[src/rtl/nrg_pkg.sv]
// Shared constants, codes and sequencer types for the nearest-neighbour resize gather.
// No dependencies; every rtl file refers to it by scoped names.
`timescale 1ns / 1ps

package nrg_pkg;

  // Default sizing
  localparam int STORE_DEPTH_DEF  = 4096;
  localparam int MAX_DIM_DEF      = 256;
  localparam int MAX_CHANNELS_DEF = 64;

  // Fixed field widths
  localparam int CMD_W      = 1;
  localparam int LOAD_IDX_W = 12;
  localparam int PIXEL_W    = 16;
  localparam int OUT_IDX_W  = 22;

  // Configuration port
  localparam int CFG_IDX_W  = 3;
  localparam int CFG_DATA_W = 9;
  localparam int DIM_CFG_W  = 9;
  localparam int CH_CFG_W   = 7;

  localparam logic [CFG_IDX_W-1:0] REG_IN_HEIGHT     = 3'd0;
  localparam logic [CFG_IDX_W-1:0] REG_IN_WIDTH      = 3'd1;
  localparam logic [CFG_IDX_W-1:0] REG_OUT_HEIGHT    = 3'd2;
  localparam logic [CFG_IDX_W-1:0] REG_OUT_WIDTH     = 3'd3;
  localparam logic [CFG_IDX_W-1:0] REG_CHANNEL_COUNT = 3'd4;

  // Command codes
  localparam logic [CMD_W-1:0] CMD_LOAD = 1'b0;
  localparam logic [CMD_W-1:0] CMD_EMIT = 1'b1;

  typedef enum logic [2:0] {
    ST_IDLE,
    ST_DIV,
    ST_MUL1,
    ST_MUL2,
    ST_SUM,
    ST_READ,
    ST_RESP
  } seq_state_e;

  typedef struct packed {
    logic in_stall;
    logic mul1_en;
    logic mul2_en;
    logic sum_en;
    logic rd_en;
    logic resp_en;
  } seq_ctrl_t;

endpackage

[src/rtl/nrg_coord.sv]
// Source coordinate unit: floor(((2*o+1)*n_in - 1) / (2*n_out)), clamped to n_in-1.
// Restoring division, one quotient bit per cycle. Depends on nrg_pkg.
`timescale 1ns / 1ps

module nrg_coord #(
  parameter int MAX_DIM = nrg_pkg::MAX_DIM_DEF
) (
  input  logic                        clk_i,
  input  logic                        rst_ni,
  input  logic                        start_i,
  input  logic [$clog2(MAX_DIM)-1:0]  pos_i,
  input  logic [$clog2(MAX_DIM+1)-1:0] n_in_i,
  input  logic [$clog2(MAX_DIM+1)-1:0] n_out_i,
  output logic                        done_o,
  output logic [$clog2(MAX_DIM)-1:0]  coord_o
);

  localparam int CNT_W = $clog2(MAX_DIM);
  localparam int DIM_W = $clog2(MAX_DIM + 1);
  localparam int NUM_W = CNT_W + 1 + DIM_W;
  localparam int REM_W = DIM_W + 2;
  localparam int SC_W  = $clog2(NUM_W + 1);

  logic [NUM_W-1:0] quo_q, quo_d;
  logic [REM_W-1:0] rem_q, rem_d;
  logic [REM_W-1:0] den_q;
  logic [DIM_W-1:0] n_in_q;
  logic [SC_W-1:0]  step_q, step_d;
  logic             done_q, done_d;
  logic [REM_W-1:0] trial;
  logic [NUM_W-1:0] num;

  // ceil(a/b) - 1 == floor((a-1)/b) for a >= 1
  assign num   = NUM_W'({pos_i, 1'b1}) * NUM_W'(n_in_i) - NUM_W'(1);
  assign trial = {rem_q[REM_W-2:0], quo_q[NUM_W-1]};

  always_comb begin
    quo_d  = quo_q;
    rem_d  = rem_q;
    step_d = step_q;
    done_d = 1'b0;
    if (start_i) begin
      quo_d  = num;
      rem_d  = '0;
      step_d = SC_W'(NUM_W);
    end else if (step_q != '0) begin
      step_d = step_q - SC_W'(1);
      if (trial >= den_q) begin
        rem_d = trial - den_q;
        quo_d = {quo_q[NUM_W-2:0], 1'b1};
      end else begin
        rem_d = trial;
        quo_d = {quo_q[NUM_W-2:0], 1'b0};
      end
      done_d = (step_q == SC_W'(1));
    end
  end

  always_ff @(posedge clk_i or negedge rst_ni) begin
    if (!rst_ni) begin
      step_q <= '0;
      done_q <= 1'b0;
    end else begin
      step_q <= step_d;
      done_q <= done_d;
    end
  end

  always_ff @(posedge clk_i) begin
    quo_q <= quo_d;
    rem_q <= rem_d;
    if (start_i) begin
      den_q  <= REM_W'({n_out_i, 1'b0});
      n_in_q <= n_in_i;
    end
  end

  assign done_o  = done_q;
  assign coord_o = (quo_q >= NUM_W'(n_in_q)) ? CNT_W'(n_in_q - DIM_W'(1)) : CNT_W'(quo_q);

endmodule

[config.mk]
export PLATFORM = sky130hd
export DESIGN_NAME = nrg_coord
export DESIGN_NICKNAME = d
export VERILOG_FILES = /design/src/rtl/nrg_pkg.sv /design/src/rtl/nrg_coord.sv
export SDC_FILE = /design/constraint.sdc
export NUM_CORES = 1
export LEC_CHECK = 0
export CELL_PAD_IN_SITES_DETAIL_PLACEMENT = 1
export CELL_PAD_IN_SITES_GLOBAL_PLACEMENT = 1
export CORE_MARGIN = 1.5
export CORE_UTILIZATION = 45
export CTS_BUF_LIST = sky130_fd_sc_hd__clkbuf_4 sky130_fd_sc_hd__clkbuf_8
export CTS_CLUSTER_SIZE = 14
export DETAILED_ROUTE_END_ITERATION = 10
export DONT_BUFFER_PORTS = 1
export GPL_TIMING_DRIVEN = 0
export PLACE_DENSITY = 0.75
export REMOVE_ABC_BUFFERS = 1
export SYNTH_ARGS = -nofsm -noshare
export SYNTH_HDL_FRONTEND = slang
export SYNTH_SLANG_ARGS = --single-unit
[constraint.sdc]
create_clock -name clk_i -period 3.2 [get_ports clk_i]
set_input_delay 0.16 -clock clk_i [delete_from_list [all_inputs] [get_ports clk_i]]
set_output_delay 0.16 -clock clk_i [all_outputs]
set_load 0.05 [all_outputs]
==> impl_metrics.py, run 1 <==
metrics = {
    "clock_tree": {
        "insertion_delay_ns": 0.31,
        "numCtsBuffers": 5,
        "cts_tree": "built",
        "clockBufferDepth": 2,
        "cts_root_buf": "clkbuf_8",
        "path_clk_slew_ns": 0.10,
        "cts_num_sinks": 52,
        "cts_max_level": 2,
    },
    "floorplan": {
        "die_y_um": 117,
        "io_pins": 38,
        "core_area_um2": 12600,
        "die_w_um": 117,
        "rows": 41,
        "die-area_um2": 13700,
        "start_util_pct": 46.3,
    },
    "synth": {
        "synth-seq-cells": 52,
        "yosysMostFrequentCell": "inv_1",
        "syn_area_um2": 5840,
        "synthTopCellsByCount": "92 x inv_1, 75 x ha_1, 68 x nand2_1",
        "ys_seq_area_share_pct": 24.5,
        "ys_top_cells_by_area": "edfxtp_1 19%, fa_1 19%, ha_1 16%",
        "synth_edf_count": 36,
        "synthCells": 609,
        "async_reset_ff_share_pct": 11.5,
        "netlist.area_leader.share_pct": 18.5,
        "yosysWarnings": 0,
        "synth_ff_type": "edfxtp_1",
        "synthDistinctLibCells": 53,
        "yosys.area.top_type": "edfxtp_1",
        "syn_avg_cell_area_um2": 9.59,
    },
    "grt": {
        "first_global_vias": 5088,
        "grt_overflow": 0,
        "antenna_found_initial": 0,
        "grtUsageTotal_pct": 23.4,
        "grt_max_degree": 30,
        "grt_pass1_wl_mm": 24.9,
    },
    "worst_setup_path": {
        "cp-startpoint": "n_in_i[3]",
        "regToRegSetupSlack_ns": 0.49,
        "crit_family": "adder cells",
        "crit_top_cell": "fa_1",
        "crit_fanout": 10,
        "path_cells": "nand2_8, fa_1, inv_1, fa_1, fa_2, fa_1, inv_1, fa_1, inv_2, ha_4, and3_4, a211o_1, a31oi_2, xnor2_1, mux2_4",
        "r2r_cells": 9,
        "critPathArrivalTime_ns": 4.27,
        "critPathCaptureType": "register",
        "slowest_delay_ns": 0.55,
        "crit_buf_inv": 3,
        "reg2reg_to": "rem_q[4]$_SDFFE_PP0P_",
        "path_depth": 15,
        "crit_required_ns": 3.27,
        "cp-start-kind": "input pin",
        "cpMaxStageDelayCell": "fa_1",
        "r2r-start": "rem_q[0]$_SDFFE_PP0P_",
        "path_class": "input pin to register",
    },
    "timing": {
        "setup_tns_ns": -11.02,
        "period_share_pct": 131,
        "hold_viol_final": 0,
        "finalMaxSlewViolations": 0,
        "rsz0062_at_grt": "true",
        "setup_ws_ns": -1.01,
        "min_period_ns": 4.21,
        "fin_skew_ns": 0.00656,
        "fmax_mhz": 238,
        "tightest_slew_ns": 1.00,
        "relSlewSlack_pct": 33.0,
        "setup_viol": 14,
    },
    "placement": {
        "post_dp_cell_area_um2": 5990,
        "dp_cells": 762,
        "pre_cts_ws_ns": -1.76,
        "post-dp-hpwl_mm": 10.5,
        "gp_congestion": 0.804,
        "io_buffers": 0,
    },
    "pwr": {
        "p_total_uw": 7210,
        "leakage_uw": 0.00312,
        "ir_drop_uv": 509,
        "powerDensity_nw_per_um2": 1040,
    },
    "worst_hold_path": {
        "holdPathEnd": "rem_q[2]$_SDFFE_PP0P_",
        "hp-class": "input pin to register",
        "min_from": "start_i",
        "holdPathStages": 2,
    },
    "detailed_routing": {
        "vias": 4548,
        "wl_per_cell_um": 19.7,
        "via_per_inst": 5.66,
        "dr.pass1.iters": 4,
        "drc_errors": 0,
        "dr.first_iter.drc_count": 187,
        "drt-total-wl_mm": 15.9,
        "drtAntennaViolNets": 0,
    },
    "final_layout": {
        "fin_area_um2": 6900,
        "nFillCells": 1427,
        "insertedDiodeCount": 0,
        "layout-drive-gt1-share_pct": 17.9,
        "fin_nets": 789,
        "syn_to_final_growth_pct": 18.1,
        "final_cell_count_no_fill": 804,
    },
    "run_status": {
        "violations": "negative setup slack",
        "status": "complete, but fails checks",
    },
    "run": {
        "max-cap-violations": 0,
    },
}
-- repair_timing --
| item | CTS | global route |
|---|---|---|
| pin swaps | 36 | 22 |
| gates resized for setup | 63 | 45 |
| endpoints found under the hold margin | 53 | 0 |
| buffers inserted | 7 | 8 |
| hold buffers | 20 | 0 |
| setup endpoints to repair | 16 | 16 |
-- layout make-up --
cell class                      instances  area (µm²)  area share, %
Multi-Input combinational cell        444        4460           64.6
Sequential cell                        52        1430           20.7
Inverter                               93         349           5.06
Timing Repair Buffer                   35         338           4.90
Tap cell                              172         215           3.12
Clock buffer                            6        76.3           1.11
Clock inverter                          2        35.0          0.508
-- where the power goes --
| part | leakage, µW | internal (µW) | switching, µW | total (µW) |
|---|---|---|---|---|
| registers | 0.000523 | 1010 | 159 | 1170 |
| logic | 0.00253 | 2630 | 2950 | 5580 |
| clock network | 0.0000586 | 241 | 222 | 463 |
| total | 0.00312 | 3880 | 3330 | 7210 |
-- how the worst max path moves through the flow --
stage | slack (ns) | end
3_3_place_gp | -1.71 | quo_q[17]$_DFFE_PP_
3_5_place_dp | -1.76 | quo_q[17]$_DFFE_PP_
4_1_cts | -1.0 | quo_q[17]$_DFFE_PP_
6_report | -1.01 | quo_q[15]$_DFFE_PP_
5_1_grt | -1.15 | quo_q[15]$_DFFE_PP_
2_1_floorplan | -1.48 | quo_q[15]$_DFFE_PP_
-- state kept, by name, summed over array words and instances (netlist names) --
name,flops
quo_q,18
rem_q,10
den_q,9
n_in_q,9
step_q,5
done_o,1
-- layout by cell type (no fill, tap or decap), types with 10 or more instances in the layout --
master	count
buf_4	11
and2_1	31
ha_1	63
dlygate4sd3_1	19
inv_1	81
inv_2	11
a21oi_1	13
nor2_1	23
xnor2_1	18
nand2_1	61
dfxtp_1	10
ha_4	10
edfxtp_1	36
fa_1	51
-- cells by family after synthesis --
kind of cell    Yosys count  share of synthesized area (%)
compound gates           91                           10.8
mux                      20                           3.73
fa+ha+maj               129                           34.6
flops                    52                           24.5
xor+xnor                 25                           3.75
simple gates            179                           15.2
buf+inv                 113                           7.41
-- layer usage --
layer | part of all wire, % | GRT usage [%]
met1 | 41 | 28.4
met2 | 54 | 43.4
met3 | 2.3 | 2.88
met4 | 2.2 | 7.31
met5 | 0 | 0
-- metrics by stage --
step / util [%] / hold WS [ns]
detailed placement: 47.4 / -0.135
global route: 54.7 / 0.0508
global placement: 47.3 / -0.135
floorplan: - / -0.136
finish: 54.7 / 0.0587
CTS: 52.5 / 0.0511
Power figures use the tool's default switching activity.
==> inputs of run 2 (changes only) <==
- CORE_UTILIZATION: 45 -> 53
- PLACE_DENSITY: 0.75 -> 0.86
- REMOVE_ABC_BUFFERS: 1 -> default
==> impl_metrics.py, run 2 (same netlist as run 1, synthesis figures left out) <==
metrics = {
    "timing": {
        "whs_ns": 0.140,
        "fin_skew_ns": 0.0117,
        "period_share_pct": 148,
        "tightest_slew_ns": 1.10,
        "fmax_mhz": 211,
        "min_period_ns": 4.73,
        "rsz0062_at_grt": "true",
        "hold_viol_final": 0,
        "relSlewSlack_pct": 25.3,
        "finalMaxSlewViolations": 0,
        "setup_tns_ns": -15.54,
        "setup_ws_ns": -1.53,
        "setup_viol": 14,
    },
    "detailed_routing": {
        "wl_per_cell_um": 27.0,
        "via_per_inst": 6.58,
        "vias": 5268,
        "drtAntennaViolNets": 0,
        "drc_errors": 0,
        "dr.first_iter.drc_count": 388,
        "dr.pass1.iters": 5,
        "drt-total-wl_mm": 21.6,
    },
    "worst_setup_path": {
        "critPathArrivalTime_ns": 4.82,
        "cp-start-kind": "input pin",
        "path_cells": "clkbuf_16, and2_1, fa_2, fa_1, fa_1, fa_1, inv_2, fa_1, inv_2, ha_4, buf_6, nand4_1, o221ai_2, a21oi_2, o311ai_2, xnor2_1, mux2_4",
        "cpMaxStageDelayCell": "fa_1",
        "path_class": "input pin to register",
        "slowest_delay_ns": 0.60,
        "crit_required_ns": 3.28,
        "crit_fanout": 9,
        "crit_top_cell": "fa_1",
        "critPathCaptureType": "register",
    },
    "final_layout": {
        "final_common_cell": "inv_1",
        "fin_nets": 817,
        "layout-drive-gt1-share_pct": 21.7,
        "nFillCells": 1137,
        "largest_reg_flops": 18,
        "syn_to_final_growth_pct": 22.5,
        "reg_top3": "quo_q: 18 flops, rem_q: 10 flops",
        "layout_common_cells": "76 x inv_1, 65 x ha_1, 54 x nand2_1",
        "regMostFlops": "quo_q",
        "fin_area_um2": 7160,
    },
    "clock_tree": {
        "cts_num_sinks": 52,
        "cts_root_buf": "clkbuf_8",
        "insertion_delay_ns": 0.33,
        "clockBufferDepth": 2,
        "cts_max_level": 2,
        "cts_tree": "built",
        "numCtsBuffers": 5,
        "path_clk_slew_ns": 0.11,
    },
    "placement": {
        "pre_cts_ws_ns": -1.86,
        "post_dp_cell_area_um2": 6250,
        "io_buffers": 0,
        "gp_congestion": 0.855,
        "post-dp-hpwl_mm": 11.9,
    },
    "floorplan": {
        "start_util_pct": 54.1,
        "die-area_um2": 11700,
        "core_area_um2": 10800,
        "rows": 38,
        "die_w_um": 108,
        "io_pins": 38,
        "die_y_um": 108,
    },
    "pwr": {
        "leakage_uw": 0.00327,
        "p_total_uw": 7820,
        "powerDensity_nw_per_um2": 1090,
        "ir_drop_uv": 640,
    },
    "grt": {
        "grt_pass1_wl_mm": 29.8,
        "antenna_found_initial": 2,
        "grtUsageTotal_pct": 33.9,
        "grt_overflow": 0,
        "grt_max_degree": 19,
        "first_global_vias": 5640,
    },
    "run_status": {
        "status": "complete, but fails checks",
        "violations": "negative setup slack",
    },
    "synth": {
        "syn_nets": 767,
    },
    "worst_hold_path": {
        "hp-class": "input pin to async pin",
    },
    "run": {
        "max-cap-violations": 0,
    },
}
run 2: changes by cell type in the layout (fill, tap and decap cells not counted), moves of 4 or more:
cell	delta
buf_6	+6
clkbuf_1	+7
clkbuf_16	+8
fa_1	-4
fa_2	+4
inv_1	-5
inv_2	+5
nand2_1	-7
nand2_2	+6
run 2: where the power goes:
part | total, µW | internal (µW) | switching [µW]
Combinational | 6190 | 2740 | 3450
Sequential | 1200 | 1010 | 192
Clock | 433 | 158 | 275
run 2: cell type report:
class                           instances  area, µm²  share of cell area, %
Timing Repair Buffer                   43        415                   5.81
Tap cell                              140        175                   2.45
Clock inverter                          3       20.0                  0.280
Clock buffer                            5       68.8                  0.962
Sequential cell                        52       1430                   20.0
Multi-Input combinational cell        444       4430                   61.9
Inverter                               93        349                   4.88
Antenna cell                            1       2.50                 0.0350
Buffer                                 20        263                   3.67
run 2: per-layer routing:
metal,GRT usage (%),wire length (µm),up-vias
met5,0,12,-
met4,14.4,1300,2
met3,5.85,1680,110
met2,62.7,11000,350
met1,38.4,7570,2636
li1,-,-,2170
run 2: final timing paths:
path	startpoint	slack [ns]	end	cells after the start
setup reg to reg	step_q[0]$_DFFE_PN0P_	0.07	quo_q[5]$_DFFE_PP_	5
hold reg to reg	rem_q[0]$_SDFFE_PP0P_	0.52	rem_q[0]$_SDFFE_PP0P_	2
min in group clk_i	n_in_i[0]	0.21	quo_q[1]$_DFFE_PP_	3
max in group asynchronous	rst_ni	2.84	done_o$_DFF_PN0_	1
setup / recovery	pos_i[1]	-1.53	quo_q[17]$_DFFE_PP_	17
hold / removal	rst_ni	0.14	step_q[3]$_DFFE_PN0P_	1
run 2: worst max-delay path, delay by kind of cell:
| kind | cells | cell delay, ns |
|---|---|---|
| AOI/OAI and AO/OA | 3 | 0.67 |
| xor gates and xnor gates | 1 | 0.17 |
| adders and majority gates | 6 | 2.82 |
| buffers and inverters | 4 | 0.37 |
| muxes | 1 | 0.29 |
| and+or+nand+nor | 2 | 0.32 |
run 2: per-stage QoR:
step	utilization, %	instances
final	66.3	801
after global routing	66.3	800
after CTS	64.0	792
after detailed placement	57.9	749
after global placement	57.9	749
after floorplan	-	609
run 2: timing repair:
item | CTS | global route
resized for setup | 57 | 45
endpoints found under the setup margin | 16 | 40
gates cloned | 0 | 0
setup buffers | 15 | 10
hold buffers | 20 | 0
endpoints found under the hold margin | 42 | 0
pin swaps | 36 | 32
==> inputs of run 3 (changes only) <==
- clock period: 3.2 -> 5.07 ns (I/O delays scaled with it)
==> impl_metrics.py, run 3 (same netlist as run 1, synthesis figures left out) <==
metrics = {
    "floorplan": {
        "die-area_um2": 11700,
        "core_area_um2": 10800,
        "rows": 38,
        "start_util_pct": 54.1,
        "die_y_um": 108,
        "die_w_um": 108,
        "io_pins": 38,
    },
    "worst_hold_path": {
        "holdPathStages": 0,
        "hp-class": "input pin to register",
        "min_from": "n_out_i[7]",
        "holdPathEnd": "den_q[8]$_DFFE_PP_",
    },
    "final_layout": {
        "nFillCells": 1255,
        "layout-drive-gt1-share_pct": 7.77,
        "syn_to_final_growth_pct": 5.74,
        "insertedDiodeCount": 0,
        "layout.area.seq_um2": 1430,
        "multiInputGateArea_um2": 4010,
        "final_common_cell": "inv_1",
        "fin_area_um2": 6180,
        "largest_reg_flops": 18,
        "regMostFlops": "quo_q",
        "fin_nets": 775,
        "reg_top3": "quo_q: 18 flops, rem_q: 10 flops",
        "layout_common_cells": "92 x inv_1, 74 x ha_1, 66 x nand2_1",
    },
    "clock_tree": {
        "post_cts_buffers": 0,
        "path_clk_slew_ns": 0.11,
        "cts_num_sinks": 52,
        "clockBufferDepth": 2,
        "cts_root_buf": "clkbuf_8",
        "cts_tree": "built",
        "cts_max_level": 2,
        "insertion_delay_ns": 0.31,
        "numCtsBuffers": 5,
    },
    "detailed_routing": {
        "dr.first_iter.drc_count": 183,
        "via_per_inst": 5.73,
        "drc_errors": 0,
        "wl_per_cell_um": 18.7,
        "vias": 4343,
        "dr.pass1.iters": 4,
        "drt-total-wl_mm": 14.2,
        "drtAntennaViolNets": 0,
    },
    "placement": {
        "pre_cts_ws_ns": -0.589,
        "gp_congestion": 0.862,
        "io_buffers": 0,
        "post-dp-hpwl_mm": 11.8,
        "post_dp_cell_area_um2": 6020,
    },
    "timing": {
        "relSlewSlack_pct": 24.7,
        "period_share_pct": 97.3,
        "setup_viol": 0,
        "min_period_ns": 4.94,
        "hold_viol_final": 0,
        "fmax_mhz": 203,
        "finalMaxSlewViolations": 0,
        "setup_tns_ns": 0,
        "setup_ws_ns": 0.135,
        "fin_skew_ns": 0.0145,
        "tightest_slew_ns": 1.10,
    },
    "worst_setup_path": {
        "crit_fanout": 9,
        "r2r_cells": 5,
        "reg2reg_to": "quo_q[9]$_DFFE_PP_",
        "path_class": "input pin to register",
        "regToRegSetupSlack_ns": 2.20,
        "critPathCaptureType": "register",
        "critPathArrivalTime_ns": 4.99,
        "crit_required_ns": 5.13,
        "cp-start-kind": "input pin",
        "r2r-start": "step_q[0]$_DFFE_PN0P_",
    },
    "pwr": {
        "powerDensity_nw_per_um2": 572,
        "ir_drop_uv": 301,
        "leakage_uw": 0.00293,
    },
    "grt": {
        "grt_overflow": 0,
        "grtUsageTotal_pct": 25.5,
        "grt_max_degree": 20,
        "first_global_vias": 4845,
        "grt_pass1_wl_mm": 23.3,
        "antenna_found_initial": 0,
    },
    "run": {
        "max-cap-violations": 0,
    },
    "run_status": {
        "status": "finished, final reports clean",
    },
    "synth": {
        "syn_nets": 767,
    },
}
run 3: critical path, cell delays in order:
cell and delay (ns):
clkbuf_4 0.19, nand2_1 0.10, fa_1 0.51, inv_1 0.06, fa_1 0.48, fa_1 0.53, fa_1 0.54, inv_1 0.05
fa_1 0.53, inv_1 0.04, ha_1 0.27, buf_2 0.17, and3_1 0.20, and3_1 0.21, a211o_1 0.33, a31oi_1 0.17
xnor2_1 0.09, mux2_2 0.27
run 3: area by class of cell:
cell class                      count  area share (%)
Timing Repair Buffer                1           0.162
Clock buffer                        5            1.11
Multi-Input combinational cell    444            64.9
Clock inverter                      3           0.324
Inverter                           93            5.65
Tap cell                          140            2.84
Sequential cell                    52            23.2
Buffer                             20            1.82
run 3: layer usage:
metal  wire, µm  part of all wire [%]  track usage (%)
met5          0                     0                0
met2       7510                    53             47.9
met4        158                   1.1             4.42
met3        478                   3.4             2.95
met1       6010                    42             31.8
run 3: through the flow:
step                total power [µW]  hold slack, ns  util (%)  instances
floorplan                       2630         -0.0421         -        609
global placement                3070         -0.0419      55.8        749
detailed placement              3220         -0.0419      55.8        749
CTS                             3500          0.0295      56.8        758
global route                    3860          0.0128      57.2        758
finish                          3530          0.0289      57.2        758
run 3: how the worst max path moves through the flow:
stage | startpoint | endpoint
global placement | n_in_i[3] | quo_q[17]$_DFFE_PP_
detailed placement | n_in_i[3] | quo_q[17]$_DFFE_PP_
finish | pos_i[6] | quo_q[15]$_DFFE_PP_
CTS | n_in_i[3] | quo_q[15]$_DFFE_PP_
floorplan | n_in_i[3] | quo_q[15]$_DFFE_PP_
global route | pos_i[6] | quo_q[15]$_DFFE_PP_
run 3: power by group:
group | internal [µW] | switching (µW) | leakage [µW] | total, µW
Sequential | 635 | 99.9 | 0.000523 | 735
Clock | 99.0 | 151 | 0.0000489 | 250
Combinational | 1100 | 1450 | 0.00236 | 2550
Total | 1840 | 1700 | 0.00293 | 3530
run 3: timing repair:
item / 4_1_cts / 5_1_grt
setup endpoints to repair: 5 / 5
pin swaps: 0 / 3
gates resized for setup: 9 / 27
endpoints found under the hold margin: 6 / 0
hold buffers: 1 / 0
